$ cat src/hw/rtl/nec_pkg.sv
`timescale 1ns / 1ps
// ----------------------------------------------------------------------------
// NEC pulse decoder package
// Field widths, register indexes, reset values and the window compare shared
// by the pulse decoder, its channel interfaces and its checker.
// ----------------------------------------------------------------------------
package nec_pkg;

  localparam int DUR_W  = 16;
  localparam int CODE_W = 32;
  localparam int WIN_W  = 32;
  localparam int IDX_W  = 8;
  localparam int CFG_IDX_W = 3;
  localparam int NUM_WIN   = 6;

  typedef logic [DUR_W-1:0]     dur_t;
  typedef logic [CODE_W-1:0]    code_t;
  typedef logic [WIN_W-1:0]     win_t;
  typedef logic [IDX_W-1:0]     idx_t;
  typedef logic [CFG_IDX_W-1:0] cfg_idx_t;

  typedef enum logic [CFG_IDX_W-1:0] {
    CFG_HDR_MARK  = 3'd0,
    CFG_HDR_SPACE = 3'd1,
    CFG_RPT_SPACE = 3'd2,
    CFG_BIT_MARK  = 3'd3,
    CFG_ONE_SPACE = 3'd4,
    CFG_ZERO_SPACE = 3'd5
  } cfg_reg_t;

  localparam win_t HDR_MARK_RST   = 32'd20447482;
  localparam win_t HDR_SPACE_RST  = 32'd10223741;
  localparam win_t RPT_SPACE_RST  = 32'd5111870;
  localparam win_t BIT_MARK_RST   = 32'd1441806;
  localparam win_t ONE_SPACE_RST  = 32'd3932205;
  localparam win_t ZERO_SPACE_RST = 32'd1441806;

  localparam int   REPEAT_ENTRIES   = 4;
  localparam int   DATA_MIN_ENTRIES = 68;
  localparam idx_t RPT_LAST_IDX  = IDX_W'(REPEAT_ENTRIES - 1);
  localparam idx_t DATA_LAST_IDX = IDX_W'(DATA_MIN_ENTRIES - 1);
  localparam idx_t MAX_IDX       = {IDX_W{1'b1}};
  localparam idx_t HDR_MARK_IDX  = IDX_W'(1);
  localparam idx_t HDR_SPACE_IDX = IDX_W'(2);
  localparam idx_t FIRST_BIT_IDX = IDX_W'(3);

  // Inclusive window test, low limit in the lower half, high limit in the upper.
  function automatic logic in_window(input dur_t dur, input win_t win);
    in_window = (dur >= win[DUR_W-1:0]) && (dur <= win[WIN_W-1:DUR_W]);
  endfunction

endpackage

$ cat src/hw/rtl/nec_if.sv
`timescale 1ns / 1ps
// ----------------------------------------------------------------------------
// NEC pulse decoder channel interfaces
// Valid/ready channels for pulse durations, decoded results and register
// writes. A transfer happens on a rising edge with valid and ready high.
// ----------------------------------------------------------------------------
interface nec_in_if import nec_pkg::*; ();
  logic valid;
  logic ready;
  dur_t duration;
  logic last;

  modport source (output valid, output duration, output last, input ready);
  modport sink (input valid, input duration, input last, output ready);
endinterface

interface nec_out_if import nec_pkg::*; ();
  logic  valid;
  logic  ready;
  logic  ok;
  logic  is_repeat;
  code_t code;

  modport source (output valid, output ok, output is_repeat, output code, input ready);
  modport sink (input valid, input ok, input is_repeat, input code, output ready);
endinterface

interface nec_cfg_if import nec_pkg::*; ();
  logic     valid;
  logic     ready;
  cfg_idx_t index;
  win_t     data;

  modport source (output valid, output index, output data, input ready);
  modport sink (input valid, input index, input data, output ready);
endinterface

$ cat src/hw/rtl/nec_ir_pulse_decoder.sv
`timescale 1ns / 1ps
// The result of the last duration is registered in the output register.
// Throughput: one duration per cycle, set by the single input stage feeding
// the window compares and the 32-bit shift register in one pass.
// Only a pending result whose output register is still full stalls the input.
// Synchronous active-low reset clears the frame state, the pipeline valids and
// restores the default tick windows.
// ----------------------------------------------------------------------------
// NEC infrared pulse decoder
// Checks each pulse duration against its configured tick window, shifts the
// data bits into a 32-bit code and reports one result per frame.
// ----------------------------------------------------------------------------
module nec_ir_pulse_decoder import nec_pkg::*; (
  input  logic      clk,
  input  logic      rst_n,
  nec_in_if.sink    in_bus,
  nec_out_if.source out_bus,
  nec_cfg_if.sink   cfg_bus
);

  win_t win_r [NUM_WIN];

  logic s_valid_r;
  dur_t s_dur_r;
  logic s_last_r;

  idx_t  idx_r, idx_nxt;
  code_t shift_r, shift_nxt;
  logic  err_r, err_nxt;
  logic  dsp_ok_r, dsp_ok_nxt;
  logic  rsp_ok_r, rsp_ok_nxt;

  logic  out_valid_r;
  logic  out_ok_r, ok_nxt;
  logic  out_rep_r, rep_nxt;
  code_t out_code_r, code_nxt;

  logic out_free;
  logic s_adv;
  logic s_fire;

  assign out_free = !out_valid_r || out_bus.ready;
  assign s_adv    = !s_last_r || out_free;
  assign s_fire   = s_valid_r && s_adv;
  assign in_bus.ready  = !s_valid_r || s_adv;
  assign cfg_bus.ready = 1'b1;

  assign out_bus.valid     = out_valid_r;
  assign out_bus.ok        = out_ok_r;
  assign out_bus.is_repeat = out_rep_r;
  assign out_bus.code      = out_code_r;

  always_comb begin
    idx_nxt    = idx_r;
    shift_nxt  = shift_r;
    err_nxt    = err_r;
    dsp_ok_nxt = dsp_ok_r;
    rsp_ok_nxt = rsp_ok_r;
    ok_nxt     = 1'b0;
    rep_nxt    = 1'b0;
    code_nxt   = '0;

    if (idx_r == MAX_IDX) begin
      err_nxt = 1'b1;
    end else if (idx_r == HDR_MARK_IDX) begin
      if (!in_window(s_dur_r, win_r[CFG_HDR_MARK])) begin
        err_nxt = 1'b1;
      end
    end else if (idx_r == HDR_SPACE_IDX) begin
      dsp_ok_nxt = in_window(s_dur_r, win_r[CFG_HDR_SPACE]);
      rsp_ok_nxt = in_window(s_dur_r, win_r[CFG_RPT_SPACE]);
    end else if (idx_r >= FIRST_BIT_IDX) begin
      if (idx_r[0]) begin
        // The final odd entry of a data frame is the stop mark and goes unchecked.
        if (!s_last_r || idx_r == FIRST_BIT_IDX) begin
          if (!in_window(s_dur_r, win_r[CFG_BIT_MARK])) begin
            err_nxt = 1'b1;
          end
        end
      end else begin
        if (in_window(s_dur_r, win_r[CFG_ONE_SPACE])) begin
          shift_nxt = {shift_r[CODE_W-2:0], 1'b1};
        end else if (in_window(s_dur_r, win_r[CFG_ZERO_SPACE])) begin
          shift_nxt = {shift_r[CODE_W-2:0], 1'b0};
        end else begin
          err_nxt = 1'b1;
        end
      end
    end

    if (idx_r != MAX_IDX) begin
      idx_nxt = idx_r + IDX_W'(1);
    end

    if (idx_r == RPT_LAST_IDX) begin
      ok_nxt  = !err_nxt && rsp_ok_nxt;
      rep_nxt = ok_nxt;
    end else if (idx_r >= DATA_LAST_IDX) begin
      ok_nxt   = !err_nxt && dsp_ok_nxt;
      code_nxt = ok_nxt ? shift_nxt : '0;
    end
  end

  always_ff @(posedge clk) begin
    if (!rst_n) begin
      win_r[CFG_HDR_MARK]   <= HDR_MARK_RST;
      win_r[CFG_HDR_SPACE]  <= HDR_SPACE_RST;
      win_r[CFG_RPT_SPACE]  <= RPT_SPACE_RST;
      win_r[CFG_BIT_MARK]   <= BIT_MARK_RST;
      win_r[CFG_ONE_SPACE]  <= ONE_SPACE_RST;
      win_r[CFG_ZERO_SPACE] <= ZERO_SPACE_RST;
    end else if (cfg_bus.valid) begin
      case (cfg_bus.index)
        CFG_HDR_MARK:   win_r[CFG_HDR_MARK]   <= cfg_bus.data;
        CFG_HDR_SPACE:  win_r[CFG_HDR_SPACE]  <= cfg_bus.data;
        CFG_RPT_SPACE:  win_r[CFG_RPT_SPACE]  <= cfg_bus.data;
        CFG_BIT_MARK:   win_r[CFG_BIT_MARK]   <= cfg_bus.data;
        CFG_ONE_SPACE:  win_r[CFG_ONE_SPACE]  <= cfg_bus.data;
        CFG_ZERO_SPACE: win_r[CFG_ZERO_SPACE] <= cfg_bus.data;
        default: ;
      endcase
    end
  end

  always_ff @(posedge clk) begin
    if (!rst_n) begin
      s_valid_r <= 1'b0;
    end else if (in_bus.ready) begin
      s_valid_r <= in_bus.valid;
    end
    if (in_bus.valid && in_bus.ready) begin
      s_dur_r  <= in_bus.duration;
      s_last_r <= in_bus.last;
    end
  end

  always_ff @(posedge clk) begin
    if (!rst_n) begin
      idx_r    <= '0;
      shift_r  <= '0;
      err_r    <= 1'b0;
      dsp_ok_r <= 1'b0;
      rsp_ok_r <= 1'b0;
    end else if (s_fire) begin
      if (s_last_r) begin
        idx_r    <= '0;
        shift_r  <= '0;
        err_r    <= 1'b0;
        dsp_ok_r <= 1'b0;
        rsp_ok_r <= 1'b0;
      end else begin
        idx_r    <= idx_nxt;
        shift_r  <= shift_nxt;
        err_r    <= err_nxt;
        dsp_ok_r <= dsp_ok_nxt;
        rsp_ok_r <= rsp_ok_nxt;
      end
    end
  end

  always_ff @(posedge clk) begin
    if (!rst_n) begin
      out_valid_r <= 1'b0;
    end else if (out_free) begin
      out_valid_r <= s_fire && s_last_r;
    end
    if (out_free && s_fire && s_last_r) begin
      out_ok_r   <= ok_nxt;
      out_rep_r  <= rep_nxt;
      out_code_r <= code_nxt;
    end
  end

endmodule

$ cat src/flat_wrapper.sv
// flat-port wrapper written by rule: the top's interface ports become plain ports
module nec_ir_pulse_decoder_flat import nec_pkg::*;
  (clk, rst_n, in_bus_valid, in_bus_duration, in_bus_last, in_bus_ready, out_bus_valid, out_bus_ok, out_bus_is_repeat, out_bus_code, out_bus_ready, cfg_bus_valid, cfg_bus_index, cfg_bus_data, cfg_bus_ready);
  nec_in_if in_bus_i ();
  nec_out_if out_bus_i ();
  nec_cfg_if cfg_bus_i ();
  input  logic clk;
  input  logic rst_n;
  input wire logic [$bits(in_bus_i.valid)-1:0] in_bus_valid;
  input wire logic [$bits(in_bus_i.duration)-1:0] in_bus_duration;
  input wire logic [$bits(in_bus_i.last)-1:0] in_bus_last;
  output wire logic [$bits(in_bus_i.ready)-1:0] in_bus_ready;
  output wire logic [$bits(out_bus_i.valid)-1:0] out_bus_valid;
  output wire logic [$bits(out_bus_i.ok)-1:0] out_bus_ok;
  output wire logic [$bits(out_bus_i.is_repeat)-1:0] out_bus_is_repeat;
  output wire logic [$bits(out_bus_i.code)-1:0] out_bus_code;
  input wire logic [$bits(out_bus_i.ready)-1:0] out_bus_ready;
  input wire logic [$bits(cfg_bus_i.valid)-1:0] cfg_bus_valid;
  input wire logic [$bits(cfg_bus_i.index)-1:0] cfg_bus_index;
  input wire logic [$bits(cfg_bus_i.data)-1:0] cfg_bus_data;
  output wire logic [$bits(cfg_bus_i.ready)-1:0] cfg_bus_ready;
  assign in_bus_i.valid = in_bus_valid;
  assign in_bus_i.duration = in_bus_duration;
  assign in_bus_i.last = in_bus_last;
  assign in_bus_ready = in_bus_i.ready;
  assign out_bus_valid = out_bus_i.valid;
  assign out_bus_ok = out_bus_i.ok;
  assign out_bus_is_repeat = out_bus_i.is_repeat;
  assign out_bus_code = out_bus_i.code;
  assign out_bus_i.ready = out_bus_ready;
  assign cfg_bus_i.valid = cfg_bus_valid;
  assign cfg_bus_i.index = cfg_bus_index;
  assign cfg_bus_i.data = cfg_bus_data;
  assign cfg_bus_ready = cfg_bus_i.ready;
  nec_ir_pulse_decoder u_core (.clk(clk), .rst_n(rst_n), .in_bus(in_bus_i), .out_bus(out_bus_i), .cfg_bus(cfg_bus_i));
endmodule
$ cat config.mk
export PLATFORM = sky130hd
export DESIGN_NAME = nec_ir_pulse_decoder_flat
export DESIGN_NICKNAME = d
export VERILOG_FILES = /design/src/hw/rtl/nec_pkg.sv /design/src/hw/rtl/nec_if.sv /design/src/hw/rtl/nec_ir_pulse_decoder.sv /design/src/flat_wrapper.sv
export SDC_FILE = /design/constraint.sdc
export NUM_CORES = 1
export LEC_CHECK = 0
export ABC_AREA = 0
export BUFFER_PORTS_ARGS = -buffer_cell sky130_fd_sc_hd__buf_4
export CAP_MARGIN = 15
export CORE_UTILIZATION = 40
export CTS_CLUSTER_SIZE = 20
export DETAILED_ROUTE_END_ITERATION = 10
export PLACE_DENSITY = 0.59
export SLEW_MARGIN = 20
export SYNTH_ARGS = -nofsm -noshare
export SYNTH_HDL_FRONTEND = slang
export SYNTH_SLANG_ARGS = --single-unit
$ cat constraint.sdc
create_clock -name clk -period 6 [get_ports clk]
set_input_delay 1.2 -clock clk [delete_from_list [all_inputs] [get_ports clk]]
set_output_delay 1.2 -clock clk [all_outputs]
set_load 0.05 [all_outputs]
==> reports/metrics.yaml, run 1 <==
synthArstFlopShare_pct: 0
floorplan.initialDensity_pct: 40.5
clk_latency_ns: 0.55
outcome: "complete, but fails checks"
h-tree-depth: 2
postCtsResizedCells: 0
min_path_type: "flop to flop"
fin_skew_ns: 0.0240
syn_to_final_growth_pct: 15.7
crit_path_start_kind: "flop"
synth_cells: 1444
r2r_cells: 9
synth_common_cells: "edfxtp_1 (243), ha_1 (195), inv_1 (195)"
track_usage_pct: 20.5
grt_overflow: 0
worstReg2RegStart: "u_core.s_dur_r[0]"
setup_viol: 0
synth.distinct_cells: 63
cp_top_family: "compound AO/OA/AOI/OAI gates"
cp_slowest_cell: "a211o_1"
final_max_slew_viol_count: 0
n_fill_cell: 3620
holdBufCountCts: 0
critical_path_buf_inv_count: 1
period_needed_ns: 3.88
drtIter0Drc: 876
r2r-end: "u_core.out_bus.code[26]"
yosys.area.top_type: "edfxtp_1"
syn_nets: 1696
critical_path.max_stage_delay_ns: 0.91
die_area_sq_um: 41000
routedWlPerCell_microns: 19.9
vias_per_cell: 5.45
io_buffers: 92
cap_violations: 0
antenna_found_initial: 1
hold_depth: 2
crit_fanout: 33
drc: 2
synth_top_area_share_pct: 45.4
fin_nets: 1791
ir_drop_v: 0.000212
synth-edff-count: 243
cts_setup_buffers: 0
die_h_microns: 203
cts.sinks: 288
vias: 11400
powerDensity_nw_per_um2: 269
hold_viol: 0
synth_most_common_cell: "edfxtp_1"
reg2reg_slack_ns: 2.12
ys_seq_elements: 288
synthesis.area_sq_um: 16100
drive_above_1_share_pct: 11.6
totalWireLength_microns: 41500
die_x_microns: 203
dp_hpwl_microns: 28800
crit_chain: "inv_1, ha_1, nand2b_1, a2111o_1, a21oi_1, o41a_1, a211o_1, o211ai_1, a21oi_1"
netlist_top_cells_area: "edfxtp_1 (45%), ha_1 (15%), and2_1 (5.7%)"
clk_pin_slew_ns: 0.06
arrival_ns: 4.26
grt_max_degree: 36
fmax_ghz: 0.258
dr.pass1.iters: 8
worstHoldStart: "u_core.rsp_ok_r"
core_area_sq_um: 39700
yosysWarnings: 0
worst_pin_slew_ns: 1.14
period_share_pct: 64.7
ys_seq_area_share_pct: 51.0
grt_first_pass_wirelength_microns: 64200
root_buffer: "clkbuf_16"
p_total_uw: 5000
setup_tns_ns: 0
endpoint_kind: "flop"
grt_pass1_vias: 11200
cp.required_ns: 6.37
numCtsBuffers: 35
crit_path_frequent_cell: "a21oi_1"
place.gp.congestion: 0.854
rsz0062_at_grt: "no"
postSynthAreaPerCell_sq_um: 11.1
holdPathEnd: "u_core.rsp_ok_r"
fp-row-count: 73
p_leak_uw: 0.00767
ys.flop_type: "edfxtp_1"
n_antenna_cell: 0
path_class: "flop to flop"
slew_headroom_pct: 23.3
drtAntennaViolNets: 0
cts_tree: "yes"
ios: 94
violations: "design-rule violations"
cts_buffer_depth: 3
-- metrics by stage --
| step | hold slack, ns | cells | utilization, % | setup WS [ns] | area [sq um] |
|---|---|---|---|---|---|
| 2_1_floorplan | 0.432 | 1444 | - | 1.57 | 16100 |
| 3_3_place_gp | 0.440 | 2025 | 43.8 | 1.89 | 17400 |
| 3_5_place_dp | 0.457 | 2025 | 43.9 | 1.86 | 17400 |
| 4_1_cts | 0.465 | 2088 | 46.7 | 1.83 | 18600 |
| 5_1_grt | 0.494 | 2090 | 46.8 | 1.95 | 18600 |
| 6_report | 0.465 | 2090 | 46.8 | 2.12 | 18600 |
-- layout by cell type, fill, tap and decap left out, types with 35 or more instances in the layout --
cell type / instances
a21oi_1: 98
and2_1: 147
buf_4: 110
clkbuf_16: 36
dfxtp_1: 45
edfxtp_1: 243
ha_1: 195
inv_1: 195
nand2_1: 38
nand4_1: 35
nor2_1: 35
o211ai_1: 71
-- power breakdown --
group	switching, uW	total (uW)	internal (uW)
registers	62.6	2330	2270
clock network	846	2100	1250
logic	358	570	212
-- area by class of cell --
cell class	instances	area [sq um]	area share [%]
Timing Repair Buffer	112	881	4.73
Sequential cell	288	8200	44.1
Inverter	197	739	3.97
Tap cell	525	657	3.53
Multi-Input combinational cell	905	7010	37.7
Clock inverter	17	166	0.894
Clock buffer	46	958	5.15
-- cell families after synthesis --
logic type               synth area share [%]
AND/OR/NAND/NOR                          13.9
AO/OA/AOI/OAI                            13.5
flip-flops                               51.0
buffers and inverters                    6.14
adder cells (fa/ha/maj)                  15.2
XOR/XNOR                                0.327
other                                  0.0233
-- registers in the layout (all words and copies together) (netlist names) --
signal and flops:
u_core.rsp_ok_r 1, u_core.idx_r 8, u_core.out_bus.valid 1, u_core.win_r 192, u_core.s_last_r 1, u_core.err_r 1
u_core.shift_r 32, u_core.out_bus.is_repeat 1, u_core.s_valid_r 1, u_core.dsp_ok_r 1, u_core.out_bus.ok 1, u_core.s_dur_r 16
u_core.out_bus.code 32
-- layer usage --
layer	routed length [microns]	GRT usage, %
met2	20100	34.8
met1	18100	26.1
met5	13	0
met4	1490	8.78
met3	1820	2.83
-- worst max-delay path by stage --
stage | from | endpoint | slack, ns | depth (start not counted)
2_1_floorplan | cfg_bus_index[2] | u_core.win_r[0][64] | 1.57 | 4
3_3_place_gp | u_core.s_dur_r[0] | u_core.shift_r[11] | 1.89 | 10
3_5_place_dp | u_core.s_dur_r[0] | u_core.out_bus.ok | 1.86 | 9
4_1_cts | u_core.s_dur_r[0] | u_core.out_bus.ok | 1.83 | 9
5_1_grt | u_core.s_dur_r[0] | u_core.out_bus.code[26] | 1.95 | 9
6_report | u_core.s_dur_r[0] | u_core.out_bus.code[26] | 2.12 | 9
-- tightest hold or removal path, delay by kind of cell (launching register included) --
family	cells	cell delay, ns
and+or+nand+nor	1	0.05
DFF	1	0.31
AOI/OAI and AO/OA	1	0.06
Note: power is estimated with default switching activity, not from simulation.
==> inputs of run 2 (changes only) <==
clock period = 4 ns   (was 6 ns; I/O delays follow)
==> run 2 against run 1 <==
The run now ends clean. Via count stayed put. Cell area shrank 0.16%. Cell count up 0.53%. Utilization decreased by 0.076 points. Sequential share of layout area grew 0.071 points. Die area is the same. Clock skew decreased by 0.0024 ns. Worst setup slack got worse by 1.6 ns. Critical endpoint is now u_core.out_bus.ok. Highest routed layer is now met4.
==> reports/metrics.yaml, run 2 (synthesized netlist as in run 1, its figures left out) <==
numCtsBuffers: 34  # -2.9%
path_class: "flop to flop"
grt_max_degree: 36  # unchanged
grt_pass1_vias: 11400  # +1.6%
final_max_slew_viol_count: 0  # unchanged
slew_headroom_pct: 36.9  # +14 points
setup_viol: 0  # unchanged
fin_nets: 1802  # +0.61%
fin_skew_ns: 0.0216  # -0.00240 ns
grt_first_pass_wirelength_microns: 66000  # +2.8%
holdBufCountCts: 0  # unchanged
top_register: "u_core.win_r"
outcome: "completed"
grt_overflow: 0  # unchanged
totalWireLength_microns: 43100  # +3.9%
die_h_microns: 203  # unchanged
place.gp.congestion: 0.867  # +1.6%
cts_tree: "yes"
worst_pin_slew_ns: 0.922  # -0.222 ns
dr.pass1.iters: 5  # -3
endpoint_kind: "flop"
fp-row-count: 73  # unchanged
switching_power_uw: 1910  # +51%
clkPwrFrac_pct: 40.3  # -1.7 points
cp.required_ns: 4.26  # -2.11 ns
rsz0062_at_grt: "no"
layout_common_cells: "edfxtp_1 (243), inv_1 (195), ha_1 (195), and2_1 (146), buf_4 (122)"
ir_drop_v: 0.000259  # +22%
track_usage_pct: 21.3  # +0.80 points
drc: 0  # -2
n_antenna_cell: 0  # unchanged
root_buffer: "clkbuf_16"
p_comb_share_pct: 11.9  # +0.5 points
h-tree-depth: 2  # unchanged
vias_per_cell: 5.43  # -0.52%
cts_setup_buffers: 0  # unchanged
postCtsResizedCells: 0  # unchanged
cap_violations: 0  # unchanged
p_int_uw: 5390  # +44%
p_sw_share_pct: 26.2  # +0.84 points
die_area_sq_um: 41000  # unchanged
clk_latency_ns: 0.54  # about the same
seq_power_share_pct: 47.7  # +1.1 points
min_path_type: "input pin to flop"
fmax_ghz: 0.288  # +12%
io_buffers: 92  # unchanged
syn_to_final_growth_pct: 15.5
largest_register_ffs: 192  # unchanged
cts_buffer_depth: 3  # unchanged
antenna_found_initial: 1  # unchanged
powerDensity_nw_per_um2: 393  # +46%
core_area_sq_um: 39700  # unchanged
cts.sinks: 288  # unchanged
period_needed_ns: 3.47  # -0.412 ns
drive_above_1_share_pct: 12.3  # +0.68 points
layout_commonest_cell: "edfxtp_1"
p_leak_uw: 0.00769  # +0.16%
ios: 94  # unchanged
crit_fanout: 33  # unchanged
drtAntennaViolNets: 0  # unchanged
n_fill_cell: 3694  # +2.0%
die_x_microns: 203  # unchanged
arrival_ns: 3.73  # -0.53 ns
vias: 11400  # unchanged
floorplan.initialDensity_pct: 40.5  # unchanged
whs_ns: 0.426  # -0.0392 ns
drtIter0Drc: 670  # -24%
routedWlPerCell_microns: 20.5  # +3.3%
period_share_pct: 86.8  # +22 points
setup_tns_ns: 0  # unchanged
hold_viol: 0  # unchanged
clk_pin_slew_ns: 0.06  # about the same
dp_hpwl_microns: 30100  # +4.5%
crit_path_start_kind: "flop"
[run 2: cell types whose count changed in the layout (fill, tap and decap cells not counted), moves of 2 or more]
cell | previous run | this run
buf_16 | 2 | 0
bufinv_16 | 3 | 1
clkinv_2 | 2 | 6
clkbuf_16 | 36 | 34
buf_4 | 110 | 122
buf_12 | 0 | 2
[run 2: power by group through the flow]
stage	Combinational [uW]	Clock, uW	Sequential [uW]
after floorplan	530	0	3530
after global routing	980	3110	3500
final	873	2940	3490
after CTS	880	3010	3490
after global placement	853	0	3550
after detailed placement	874	0	3550
[run 2: layout make-up]
cell class | instances | area, sq um | area share, %
clock buffer | 43 | 905 | 4.87
clock inverter | 19 | 131 | 0.707
inverter | 197 | 739 | 3.98
multi-input combinational | 905 | 6990 | 37.6
sequential | 288 | 8200 | 44.1
tap | 525 | 657 | 3.54
timing repair buffer | 124 | 956 | 5.14
[run 2: layer usage]
metal  wire (microns)  track usage [%]  up-vias
met5                0                0        -
met4             1610             8.92        0
met3             1820             3.34       90
met2            20900             36.7      267
met1            18800             26.4     5531
li1                 -                -     5510
[run 2: path summary, 6_finish.rpt]
path / slack, ns / to / start / cells past startpoint
worst max-delay path: 0.53 / u_core.out_bus.ok / u_core.s_dur_r[9] / 9
worst min-delay path: 0.43 / u_core.s_dur_r[12] / in_bus_duration[12] / 1
worst max register to register: 0.53 / u_core.out_bus.ok / u_core.s_dur_r[9] / 9
worst min register to register: 0.46 / u_core.rsp_ok_r / u_core.rsp_ok_r / 2
[run 2: critical path, stage by stage, from the launching register on]
cell and delay [ns]:
edfxtp_1 0.77, ha_1 0.36, a21oi_1 0.14, o21ai_0 0.17, a221oi_1 0.47, o41a_1 0.36, o32a_1 0.29, a211o_1 0.16
buf_4 0.33, o31ai_1 0.12
[run 2: per-stage QoR]
stage / std cells / setup slack [ns] / total power [uW] / utilization, % / instance area [sq um]
2_1_floorplan: 1444 / 0.0379 / 4060 / - / 16100
3_3_place_gp: 2039 / 0.528 / 4400 / 44.2 / 17500
3_5_place_dp: 2039 / 0.539 / 4430 / 44.2 / 17500
4_1_cts: 2101 / 0.508 / 7370 / 46.8 / 18600
5_1_grt: 2101 / 0.318 / 7590 / 46.8 / 18600
6_report: 2101 / 0.529 / 7310 / 46.8 / 18600
